<file path="src/rtl/dece_pkg.sv">
// Constants and helpers for the delay/ECN congestion estimator.
// No dependencies; imported by the top level and its checker.
package dece_pkg;
   localparam int unsigned QONE_W = 11;
   localparam logic [QONE_W-1:0] Q_ONE = 11'd1024;
   localparam logic [3:0] MAX_SHIFT = 4'd10;

   localparam logic [1:0] REG_GAIN_SHIFT      = 2'd0;
   localparam logic [1:0] REG_ALPHA_INITIAL   = 2'd1;
   localparam logic [1:0] REG_QUEUE_THRESHOLD = 2'd2;
   localparam logic [1:0] REG_SEGMENT_BYTES   = 2'd3;

   localparam logic [1:0] KIND_OTHER    = 2'd0;
   localparam logic [1:0] KIND_ELEPHANT = 2'd1;
   localparam logic [1:0] KIND_MOUSE    = 2'd2;

   localparam logic [3:0]  GAIN_RESET  = 4'd4;
   localparam logic [10:0] ALPHA_RESET = 11'd1024;
   localparam logic [15:0] THR_RESET   = 16'd5;
   localparam logic [13:0] SEG_RESET   = 14'd536;

   function automatic logic [10:0] clamp_alpha(input logic [10:0] a);
      clamp_alpha = (a > Q_ONE) ? Q_ONE : a;
   endfunction
endpackage

</file>
<file path="src/rtl/delay_ecn_congestion_estimator_top.sv">
// Delay/ECN congestion estimator (DCTCP-style alpha) with one shared multiplier
// and one shared radix-2 divider under a sequencer. Depends on dece_pkg.
//
//  channel | direction | handshake              | word
//  req     | in        | req_valid / req_ready  | one ACK event
//  rsp     | out       | rsp_valid / rsp_ready  | alpha, windows, flags
//  csr     | in/out    | APB psel/penable/pready| 4 x 32-bit registers
//
// An ACK is taken only while the sequencer is idle. An rtt sample adds the
// cwnd/segment and queue divisions; a round end adds the fraction division,
// and the cut steps when the window is cut. All three divisions run on the
// single bit-per-cycle divider.
// Reset is synchronous, active high; clears control, counters and registers.
// A waiting result sits in the output register while the next ACK is taken;
// the sequencer holds in its last step only if that register is still full.
module delay_ecn_congestion_estimator_top
   import dece_pkg::*;
(
   input  logic        clock,
   input  logic        reset,
   input  logic        req_valid,
   output logic        req_ready,
   input  logic [15:0] req_segments_acked,
   input  logic [23:0] req_rtt_sample_us,
   input  logic [23:0] req_min_rtt_us,
   input  logic [31:0] req_cwnd_bytes,
   input  logic        req_ece_received,
   input  logic [1:0]  req_flow_kind,
   input  logic [31:0] req_last_acked_seq,
   input  logic [31:0] req_next_tx_seq,
   output logic        rsp_valid,
   input  logic        rsp_ready,
   output logic [10:0] rsp_alpha_now,
   output logic [31:0] rsp_cwnd_new,
   output logic [31:0] rsp_ssthresh_new,
   output logic        rsp_window_cut,
   output logic        rsp_round_closed,
   output logic [31:0] rsp_cwr_threshold,
   input  logic        csr_psel,
   input  logic        csr_penable,
   input  logic        csr_pwrite,
   input  logic [3:0]  csr_paddr,
   input  logic [31:0] csr_pwdata,
   output logic [31:0] csr_prdata,
   output logic        csr_pready
);
   // sequencer steps
   localparam logic [3:0] S_IDLE  = 4'd0;
   localparam logic [3:0] S_BYTES = 4'd1;   // segs * segment size
   localparam logic [3:0] S_ACC   = 4'd2;   // count bytes, latch round end
   localparam logic [3:0] S_DSEG  = 4'd3;   // cwnd / segment size
   localparam logic [3:0] S_MQ    = 4'd4;   // segments * (rtt - base)
   localparam logic [3:0] S_LDQ   = 4'd5;
   localparam logic [3:0] S_DQ    = 4'd6;   // ... / rtt
   localparam logic [3:0] S_THR   = 4'd7;
   localparam logic [3:0] S_ROUND = 4'd8;
   localparam logic [3:0] S_DFRAC = 4'd9;   // count * 1024 / total
   localparam logic [3:0] S_EWMA  = 4'd10;
   localparam logic [3:0] S_MCUT  = 4'd11;
   localparam logic [3:0] S_CUT   = 4'd12;
   localparam logic [3:0] S_MCWR  = 4'd13;
   localparam logic [3:0] S_OUT   = 4'd14;

   function automatic logic [31:0] sat_add(input logic [31:0] a, input logic [31:0] b);
      logic [32:0] s;
      s = {1'b0, a} + {1'b0, b};
      sat_add = s[32] ? 32'hFFFF_FFFF : s[31:0];
   endfunction

   // configuration
   logic [3:0]  gain_ff, gain_in;
   logic [10:0] ainit_ff, ainit_in;
   logic [15:0] thr_ff, thr_in;
   logic [13:0] seg_ff, seg_in;
   // estimator state
   logic [31:0] ecn_cnt_ff, ecn_cnt_in, dly_cnt_ff, dly_cnt_in, tot_cnt_ff, tot_cnt_in;
   logic [31:0] rend_seq_ff, rend_seq_in;
   logic        rend_vld_ff, rend_vld_in, dsig_ff, dsig_in;
   logic [10:0] a_ecn_ff, a_ecn_in, a_dly_ff, a_dly_in, a_cur_ff, a_cur_in;
   // latched ACK
   logic [15:0] segs_ff, segs_in;
   logic [23:0] rtt_ff, rtt_in, minr_ff, minr_in;
   logic [31:0] cwnd_ff, cwnd_in, acked_ff, acked_in, nxt_ff, nxt_in;
   logic        ece_ff, ece_in;
   logic [1:0]  kind_ff, kind_in;
   // datapath
   logic [3:0]  st_ff, st_in;
   logic [31:0] bytes_ff, bytes_in;
   logic [55:0] prod_ff, prod_in;
   logic [31:0] rem_ff, rem_in, dvs_ff, dvs_in;
   logic [55:0] quo_ff, quo_in;
   logic [5:0]  cnt_ff, cnt_in;
   logic        closed_ff, closed_in, cut_ff, cut_in;
   logic [31:0] cwn_ff, cwn_in, ssth_ff, ssth_in;
   // output register
   logic        ov_ff, ov_in, ocut_ff, ocut_in, oclosed_ff, oclosed_in;
   logic [10:0] oalpha_ff, oalpha_in;
   logic [31:0] ocwnd_ff, ocwnd_in, ossth_ff, ossth_in, ocwr_ff, ocwr_in;

   logic [13:0] seg_eff;
   logic [23:0] base, rdiff;
   logic [31:0] mul_a;
   logic [23:0] mul_b;
   logic [32:0] rem_sh;
   logic        rem_ge;
   logic        csr_wr;
   logic [31:0] rdist;
   logic [10:0] frac, a_old, a_new;
   logic [3:0]  shamt;
   logic [22:0] num;
   logic [31:0] cut_val;
   logic [14:0] floor2;
   logic [31:0] cnt_sel;

   assign seg_eff = (seg_ff == 14'd0) ? 14'd1 : seg_ff;
   assign base    = (minr_ff > rtt_ff) ? rtt_ff : minr_ff;
   assign rdiff   = rtt_ff - base;
   assign csr_wr  = csr_psel & csr_penable & csr_pwrite;
   assign rdist   = acked_ff - rend_seq_ff;
   assign rem_sh  = {rem_ff, quo_ff[55]};
   assign rem_ge  = rem_sh >= {1'b0, dvs_ff};
   assign frac    = (quo_ff > {45'd0, Q_ONE}) ? Q_ONE : quo_ff[10:0];
   assign a_old   = (kind_ff == KIND_ELEPHANT) ? a_dly_ff : a_ecn_ff;
   assign shamt   = (gain_ff > MAX_SHIFT) ? MAX_SHIFT : gain_ff;
   assign num     = (({12'd0, a_old} << shamt) - {12'd0, a_old} + {12'd0, frac}) >> shamt;
   assign a_new   = num[10:0];
   assign cut_val = prod_ff[42:11];
   assign floor2  = {seg_eff, 1'b0};
   assign cnt_sel = (kind_ff == KIND_ELEPHANT) ? dly_cnt_ff : ecn_cnt_ff;

   // shared multiplier operands
   always_comb begin
      unique case (st_ff)
         S_BYTES: begin
            mul_a = {16'd0, segs_ff};
            mul_b = {10'd0, seg_eff};
         end
         S_MQ: begin
            mul_a = quo_ff[31:0];
            mul_b = rdiff;
         end
         S_MCUT: begin
            mul_a = cwnd_ff;
            mul_b = {12'd0, 12'd2048 - {1'b0, a_dly_ff}};
         end
         S_MCWR: begin
            mul_a = cwn_ff;
            mul_b = {12'd0, 12'd2048 - {1'b0, a_cur_ff}};
         end
         default: begin
            mul_a = 32'd0;
            mul_b = 24'd0;
         end
      endcase
   end

   always_comb begin
      gain_in = gain_ff;  ainit_in = ainit_ff;  thr_in = thr_ff;  seg_in = seg_ff;
      ecn_cnt_in = ecn_cnt_ff;  dly_cnt_in = dly_cnt_ff;  tot_cnt_in = tot_cnt_ff;
      rend_seq_in = rend_seq_ff;  rend_vld_in = rend_vld_ff;  dsig_in = dsig_ff;
      a_ecn_in = a_ecn_ff;  a_dly_in = a_dly_ff;  a_cur_in = a_cur_ff;
      segs_in = segs_ff;  rtt_in = rtt_ff;  minr_in = minr_ff;  cwnd_in = cwnd_ff;
      acked_in = acked_ff;  nxt_in = nxt_ff;  ece_in = ece_ff;  kind_in = kind_ff;
      st_in = st_ff;  bytes_in = bytes_ff;  prod_in = {24'd0, mul_a} * {32'd0, mul_b};
      rem_in = rem_ff;  dvs_in = dvs_ff;  quo_in = quo_ff;  cnt_in = cnt_ff;
      closed_in = closed_ff;  cut_in = cut_ff;  cwn_in = cwn_ff;  ssth_in = ssth_ff;
      ov_in = ov_ff & ~rsp_ready;
      ocut_in = ocut_ff;  oclosed_in = oclosed_ff;  oalpha_in = oalpha_ff;
      ocwnd_in = ocwnd_ff;  ossth_in = ossth_ff;  ocwr_in = ocwr_ff;

      // one divider step per cycle in the division states
      if (st_ff == S_DSEG || st_ff == S_DQ || st_ff == S_DFRAC) begin
         if (rem_ge) begin
            rem_in = rem_sh[31:0] - dvs_ff;
            quo_in = {quo_ff[54:0], 1'b1};
         end else begin
            rem_in = rem_sh[31:0];
            quo_in = {quo_ff[54:0], 1'b0};
         end
         cnt_in = cnt_ff - 6'd1;
      end

      unique case (st_ff)
         S_IDLE: begin
            if (req_valid) begin
               segs_in = req_segments_acked;  rtt_in = req_rtt_sample_us;
               minr_in = req_min_rtt_us;  cwnd_in = req_cwnd_bytes;
               ece_in = req_ece_received;  kind_in = req_flow_kind;
               acked_in = req_last_acked_seq;  nxt_in = req_next_tx_seq;
               st_in = S_BYTES;
            end
         end
         S_BYTES: st_in = S_ACC;
         S_ACC: begin
            bytes_in = prod_ff[31:0];
            tot_cnt_in = sat_add(tot_cnt_ff, prod_ff[31:0]);
            if (ece_ff) ecn_cnt_in = sat_add(ecn_cnt_ff, prod_ff[31:0]);
            if (!rend_vld_ff) begin
               rend_seq_in = nxt_ff;
               rend_vld_in = 1'b1;
            end
            if (rtt_ff != 24'd0) begin
               rem_in = 32'd0;
               quo_in = {cwnd_ff, 24'd0};
               dvs_in = {18'd0, seg_eff};
               cnt_in = 6'd32;
               st_in = S_DSEG;
            end else begin
               st_in = S_ROUND;
            end
         end
         S_DSEG: if (cnt_ff == 6'd1) st_in = S_MQ;
         S_MQ:   st_in = S_LDQ;
         S_LDQ: begin
            rem_in = 32'd0;
            quo_in = prod_ff;
            dvs_in = {8'd0, rtt_ff};
            cnt_in = 6'd56;
            st_in = S_DQ;
         end
         S_DQ: if (cnt_ff == 6'd1) st_in = S_THR;
         S_THR: begin
            if (quo_ff >= {40'd0, thr_ff}) begin
               dsig_in = 1'b1;
               dly_cnt_in = sat_add(dly_cnt_ff, bytes_ff);
            end
            st_in = S_ROUND;
         end
         S_ROUND: begin
            cut_in = 1'b0;
            closed_in = (kind_ff == KIND_ELEPHANT || kind_ff == KIND_MOUSE) && !rdist[31];
            cwn_in = cwnd_ff;
            ssth_in = cwnd_ff;
            if (!((kind_ff == KIND_ELEPHANT || kind_ff == KIND_MOUSE) && !rdist[31])) begin
               st_in = S_MCWR;
            end else if (tot_cnt_ff == 32'd0) begin
               quo_in = 56'd0;
               st_in = S_EWMA;
            end else begin
               rem_in = 32'd0;
               quo_in = {cnt_sel, 10'd0, 14'd0};
               dvs_in = tot_cnt_ff;
               cnt_in = 6'd42;
               st_in = S_DFRAC;
            end
         end
         S_DFRAC: if (cnt_ff == 6'd1) st_in = S_EWMA;
         S_EWMA: begin
            if (kind_ff == KIND_ELEPHANT) a_dly_in = a_new;
            else a_ecn_in = a_new;
            a_cur_in = a_new;
            rend_seq_in = nxt_ff;
            ecn_cnt_in = 32'd0;  dly_cnt_in = 32'd0;  tot_cnt_in = 32'd0;
            dsig_in = 1'b0;
            st_in = (kind_ff == KIND_ELEPHANT && dsig_ff) ? S_MCUT : S_MCWR;
         end
         S_MCUT: st_in = S_CUT;
         S_CUT: begin
            cwn_in = (cut_val > {17'd0, floor2}) ? cut_val : {17'd0, floor2};
            ssth_in = (cut_val > {17'd0, floor2}) ? cut_val : {17'd0, floor2};
            cut_in = 1'b1;
            st_in = S_MCWR;
         end
         S_MCWR: st_in = S_OUT;
         S_OUT: begin
            // hold the cwr product and wait until the output register is free
            prod_in = prod_ff;
            if (!ov_ff || rsp_ready) begin
               ov_in = 1'b1;
               oalpha_in = a_cur_ff;  ocwnd_in = cwn_ff;  ossth_in = ssth_ff;
               ocut_in = cut_ff;  oclosed_in = closed_ff;  ocwr_in = prod_ff[42:11];
               st_in = S_IDLE;
            end
         end
         default: st_in = S_IDLE;
      endcase

      // the user must make register writes only while idle; the block does not enforce it
      if (csr_wr) begin
         unique case (csr_paddr[3:2])
            REG_GAIN_SHIFT:      gain_in = csr_pwdata[3:0];
            REG_ALPHA_INITIAL: begin
               ainit_in = csr_pwdata[10:0];
               a_ecn_in = clamp_alpha(csr_pwdata[10:0]);
               a_dly_in = clamp_alpha(csr_pwdata[10:0]);
               a_cur_in = clamp_alpha(csr_pwdata[10:0]);
            end
            REG_QUEUE_THRESHOLD: thr_in = csr_pwdata[15:0];
            REG_SEGMENT_BYTES:   seg_in = csr_pwdata[13:0];
            default:             gain_in = gain_ff;
         endcase
      end
   end

   always_ff @(posedge clock) begin
      if (reset) begin
         gain_ff <= GAIN_RESET;  ainit_ff <= ALPHA_RESET;
         thr_ff <= THR_RESET;    seg_ff <= SEG_RESET;
         ecn_cnt_ff <= 32'd0;  dly_cnt_ff <= 32'd0;  tot_cnt_ff <= 32'd0;
         rend_seq_ff <= 32'd0;  rend_vld_ff <= 1'b0;  dsig_ff <= 1'b0;
         a_ecn_ff <= clamp_alpha(ALPHA_RESET);
         a_dly_ff <= clamp_alpha(ALPHA_RESET);
         a_cur_ff <= clamp_alpha(ALPHA_RESET);
         st_ff <= S_IDLE;  ov_ff <= 1'b0;
      end else begin
         gain_ff <= gain_in;  ainit_ff <= ainit_in;  thr_ff <= thr_in;  seg_ff <= seg_in;
         ecn_cnt_ff <= ecn_cnt_in;  dly_cnt_ff <= dly_cnt_in;  tot_cnt_ff <= tot_cnt_in;
         rend_seq_ff <= rend_seq_in;  rend_vld_ff <= rend_vld_in;  dsig_ff <= dsig_in;
         a_ecn_ff <= a_ecn_in;  a_dly_ff <= a_dly_in;  a_cur_ff <= a_cur_in;
         st_ff <= st_in;  ov_ff <= ov_in;
      end
      segs_ff <= segs_in;  rtt_ff <= rtt_in;  minr_ff <= minr_in;  cwnd_ff <= cwnd_in;
      acked_ff <= acked_in;  nxt_ff <= nxt_in;  ece_ff <= ece_in;  kind_ff <= kind_in;
      bytes_ff <= bytes_in;  prod_ff <= prod_in;
      rem_ff <= rem_in;  dvs_ff <= dvs_in;  quo_ff <= quo_in;  cnt_ff <= cnt_in;
      closed_ff <= closed_in;  cut_ff <= cut_in;  cwn_ff <= cwn_in;  ssth_ff <= ssth_in;
      ocut_ff <= ocut_in;  oclosed_ff <= oclosed_in;  oalpha_ff <= oalpha_in;
      ocwnd_ff <= ocwnd_in;  ossth_ff <= ossth_in;  ocwr_ff <= ocwr_in;
   end

   // register readback
   always_comb begin
      unique case (csr_paddr[3:2])
         REG_GAIN_SHIFT:      csr_prdata = {28'd0, gain_ff};
         REG_ALPHA_INITIAL:   csr_prdata = {21'd0, ainit_ff};
         REG_QUEUE_THRESHOLD: csr_prdata = {16'd0, thr_ff};
         REG_SEGMENT_BYTES:   csr_prdata = {18'd0, seg_ff};
         default:             csr_prdata = 32'd0;
      endcase
   end

   assign csr_pready        = 1'b1;
   assign req_ready         = (st_ff == S_IDLE);
   assign rsp_valid         = ov_ff;
   assign rsp_alpha_now     = oalpha_ff;
   assign rsp_cwnd_new      = ocwnd_ff;
   assign rsp_ssthresh_new  = ossth_ff;
   assign rsp_window_cut    = ocut_ff;
   assign rsp_round_closed  = oclosed_ff;
   assign rsp_cwr_threshold = ocwr_ff;
endmodule

</file>
<file path="config.mk">
export PLATFORM = sky130hd
export DESIGN_NAME = delay_ecn_congestion_estimator_top
export DESIGN_NICKNAME = d
export VERILOG_FILES = /design/src/rtl/dece_pkg.sv /design/src/rtl/delay_ecn_congestion_estimator_top.sv
export SDC_FILE = /design/constraint.sdc
export NUM_CORES = 2
export LEC_CHECK = 0
export BUFFER_PORTS_ARGS = -buffer_cell sky130_fd_sc_hd__buf_4
export CAP_MARGIN = 20
export CORE_MARGIN = 4
export CORE_UTILIZATION = 60
export CTS_CLUSTER_DIAMETER = 100
export DETAILED_ROUTE_END_ITERATION = 8
export PLACE_DENSITY_LB_ADDON = 0.05
export SYNTH_ARGS = -nofsm -noshare
export SYNTH_HDL_FRONTEND = slang
export SYNTH_SLANG_ARGS = --single-unit
export TNS_END_PERCENT = 10
</file>
<file path="constraint.sdc">
create_clock -name clock -period 27.6 [get_ports clock]
set_input_delay 1.38 -clock clock [delete_from_list [all_inputs] [get_ports clock]]
set_output_delay 1.38 -clock clock [all_outputs]
set_load 0.01 [all_outputs]
</file>
==> flow_summary_export.csv <==
group,metric,value,unit
floorplanning,fp.dieW,342,microns
timing,fmax,76.5,MHz
setup_path,reg2reg_depth,46,
finish,final_area,0.0731,sq mm
timing,finalCritPeriodShare,47.3,%
clock_tree,htreeDepth,3,
routing,drtIter0Drc,6357,
placement,finalWeightedCongestion,0.996,
finish,multi_input_area,0.0432,sq mm
finish,drive_gt1_share,9.27,%
floorplanning,num_rows,122,
routing,drc,1,
floorplanning,core_area,0.111,sq mm
routing,wl_per_cell,25.1,microns
clock_tree,clk_pin_slew,60,ps
timing,min_period,13070,ps
synth,synthCells,7554,
placement,dp_hpwl,176000,microns
routing,avgViaCountPerCell,6.27,
synth,syn_avg_cell_area,8.84,sq um
finish,seqCellArea,0.0180,sq mm
clock_tree,cts_tree,"built",
clock_tree,numCtsBuffers,81,
setup_path,crit_type,"reg2reg",
timing,tightest_slew,1270,ps
setup_path,r2r-start,"rtt_ff[9]",
grt,grt_max_degree,80,
power,powerDensity,56.9,mW/mm^2
outcome,violations,"DRC",
setup_path,endpoint_kind,"flop",
setup_path,path_common_cell,"fa_1",
worst_hold_path,worstHoldEndpoint,"rsp_round_closed",
finish,fillers,9310,
grt,grt-ovfl-total,0,
setup_path,required,28040,ps
synth,async_flop_share,0,%
timing,rsz0062_at_grt,"false",
timing,finalHoldViolCount,0,
grt,antenna_found_initial,11,
worst_hold_path,holdPathStages,0,
timing,tns,0,ps
routing,routed_wl,231000,microns
setup_path,crit_slowest_cell,"a211oi_1",
setup_path,path_max_fanout,18,
grt,grt_usage,39.4,%
floorplanning,die_area,0.117,sq mm
synth,syn_area,0.0668,sq mm
worst_hold_path,hold_path_class,"reg2reg",
setup_path,start_kind,"flop",
power,vdd_ir_drop_max,0.0000768,V
placement,place_area,0.0703,sq mm
routing,vias,57800,
worst_hold_path,min_from,"closed_ff",
clock_tree,post_cts_buffers,0,
finish,area_growth_syn_to_layout,9.50,%
setup_path,reg2reg_slack,14530,ps
timing,slew_headroom,15.5,%
setup_path,cp.arrival,13500,ps
synth,yosys_warnings,0,
synth,synth_edf_count,394,
finish,nets,8984,
routing,ant_nets,0,
grt,grt_pass1_wl,347000,microns
floorplanning,chipHeight,342,microns
run,max_cap_viol_count,0,
synth,ys_seq_area_share,26.9,%
outcome,status,"finished, violations left",
timing,finalSetupViolations,0,
clock_tree,insertion_delay,690,ps
floorplanning,ioPinCount,350,
synth,synth-main-ff-cell,"edfxtp_1",
placement,numPortBuffers,314,
synth,yosysUniqueCellTypes,114,
finish,mostFrequentLayoutCells,"nand2_1, inv_1, fa_1",
synth,synth_seq_cells,701,
clock_tree,cts_root_buf,"clkbuf_16",
timing,skew,37.9,ps
floorplanning,start_util,60.4,%
power,leakage,33.7,nW
finish,layout_commonest_cell,"nand2_1",
routing,firstDrtPassIters,9,
clock_tree,holdBufCountCts,0,
grt,grt_pass1_vias,56200,
clock_tree,cts_resized,0,
clock_tree,clock_sinks,701,
setup_path,crit-reg2reg-capture,"prod_ff[55]",
setup_path,max_stage_delay,900,ps
clock_tree,cts_buffer_depth,3,
timing,slew_viol_final,0,
-- kinds of logic (layout without fill, tap and decap cells) --
| group | Yosys count | after routing | share of synthesized area (%) |
|---|---|---|---|
| buffers and inverters | 1474 | 1633 | 8.77 |
| other | 2 | 21 | 0.0112 |
| AND/OR/NAND/NOR | 2477 | 2477 | 16.6 |
| flip-flops | 701 | 701 | 26.9 |
| XOR/XNOR | 201 | 201 | 2.67 |
| AO/OA/AOI/OAI | 1471 | 1471 | 14.7 |
| adder cells (fa/ha/maj) | 1117 | 1117 | 28.5 |
| multiplexers | 111 | 111 | 1.80 |
-- state kept, by name (all words and copies together) (netlist names), 24 cells and up --
signal             count
acked_ff              32
bytes_ff              32
cwnd_ff               32
dly_cnt_ff            32
dvs_ff                32
ecn_cnt_ff            32
minr_ff               24
nxt_ff                32
prod_ff               56
quo_ff                56
rem_ff                32
rend_seq_ff           32
rsp_cwr_threshold     32
rsp_ssthresh_new      32
rtt_ff                24
ssth_ff               32
tot_cnt_ff            32
-- cell type report --
type,count,area share [%]
clock buffers,96,2.95
repair buffers,467,4.86
multi-input cells,5394,59.1
diodes,4,0.0137
well taps,1488,2.55
flip-flops and latches,701,24.6
clock inverters,54,0.770
inverters,1016,5.22
-- per-stage QoR --
stage	utilization (%)	instances	hold WS (ps)	total power [mW]	worst slack, ps
3_3_place_gp	63.6	9060	405	2.98	14840
3_5_place_dp	63.6	9061	408	3.00	14790
4_1_cts	66.1	9211	410	4.10	14760
6_report	66.1	9220	426	4.16	14530
2_1_floorplan	-	7569	400	2.41	16250
5_1_grt	66.1	9216	451	4.34	14080
-- where the power goes --
group	switching, mW	leakage [nW]	internal (mW)
Combinational	1.14	26.0	0.532
Clock	0.483	1.31	0.617
Sequential	0.145	6.38	1.25
Total	1.76	33.7	2.40
-- worst max-delay path by stage --
stage | end | start | cells past startpoint
floorplan | prod_ff[55] | rtt_ff[9] | 45
global placement | prod_ff[55] | rtt_ff[9] | 43
detailed placement | prod_ff[55] | rtt_ff[9] | 43
CTS | prod_ff[55] | rtt_ff[9] | 43
global route | prod_ff[55] | rtt_ff[9] | 45
finish | prod_ff[55] | rtt_ff[9] | 46
-- Yosys cell counts (98+ instances only) --
cell type | count | area, sq um
nand2_1 | 1166 | 4380
inv_1 | 1014 | 3810
fa_1 | 674 | 13500
nor2_1 | 517 | 1940
ha_1 | 443 | 5540
a21oi_1 | 438 | 2190
edfxtp_1 | 394 | 11800
clkbuf_1 | 311 | 1170
dfxtp_1 | 307 | 6150
o21ai_0 | 272 | 1360
nand3_1 | 149 | 746
nor3_1 | 143 | 716
a21o_1 | 137 | 1030
xnor2_1 | 125 | 1090
mux2i_1 | 98 | 981
-- worst max-delay path: cells and delay by family (launching register included) --
kind / cells / cell delay (ps)
AO/OA/AOI/OAI: 18 / 4690
flip-flops: 1 / 460
multiplexers: 2 / 510
buffers and inverters: 7 / 820
AND/OR/NAND/NOR: 8 / 1370
adder cells (fa/ha/maj): 11 / 4940
-- layer usage --
| metal | routed length (microns) | track usage, % | share of wire, % |
|---|---|---|---|
| met1 | 88200 | 52.2 | 38 |
| met2 | 102000 | 60.3 | 44 |
| met3 | 25200 | 8.58 | 11 |
| met4 | 16200 | 21.9 | 7.0 |
| met5 | 27 | 0.250 | 0.012 |
(Power assumes the default switching activity.)
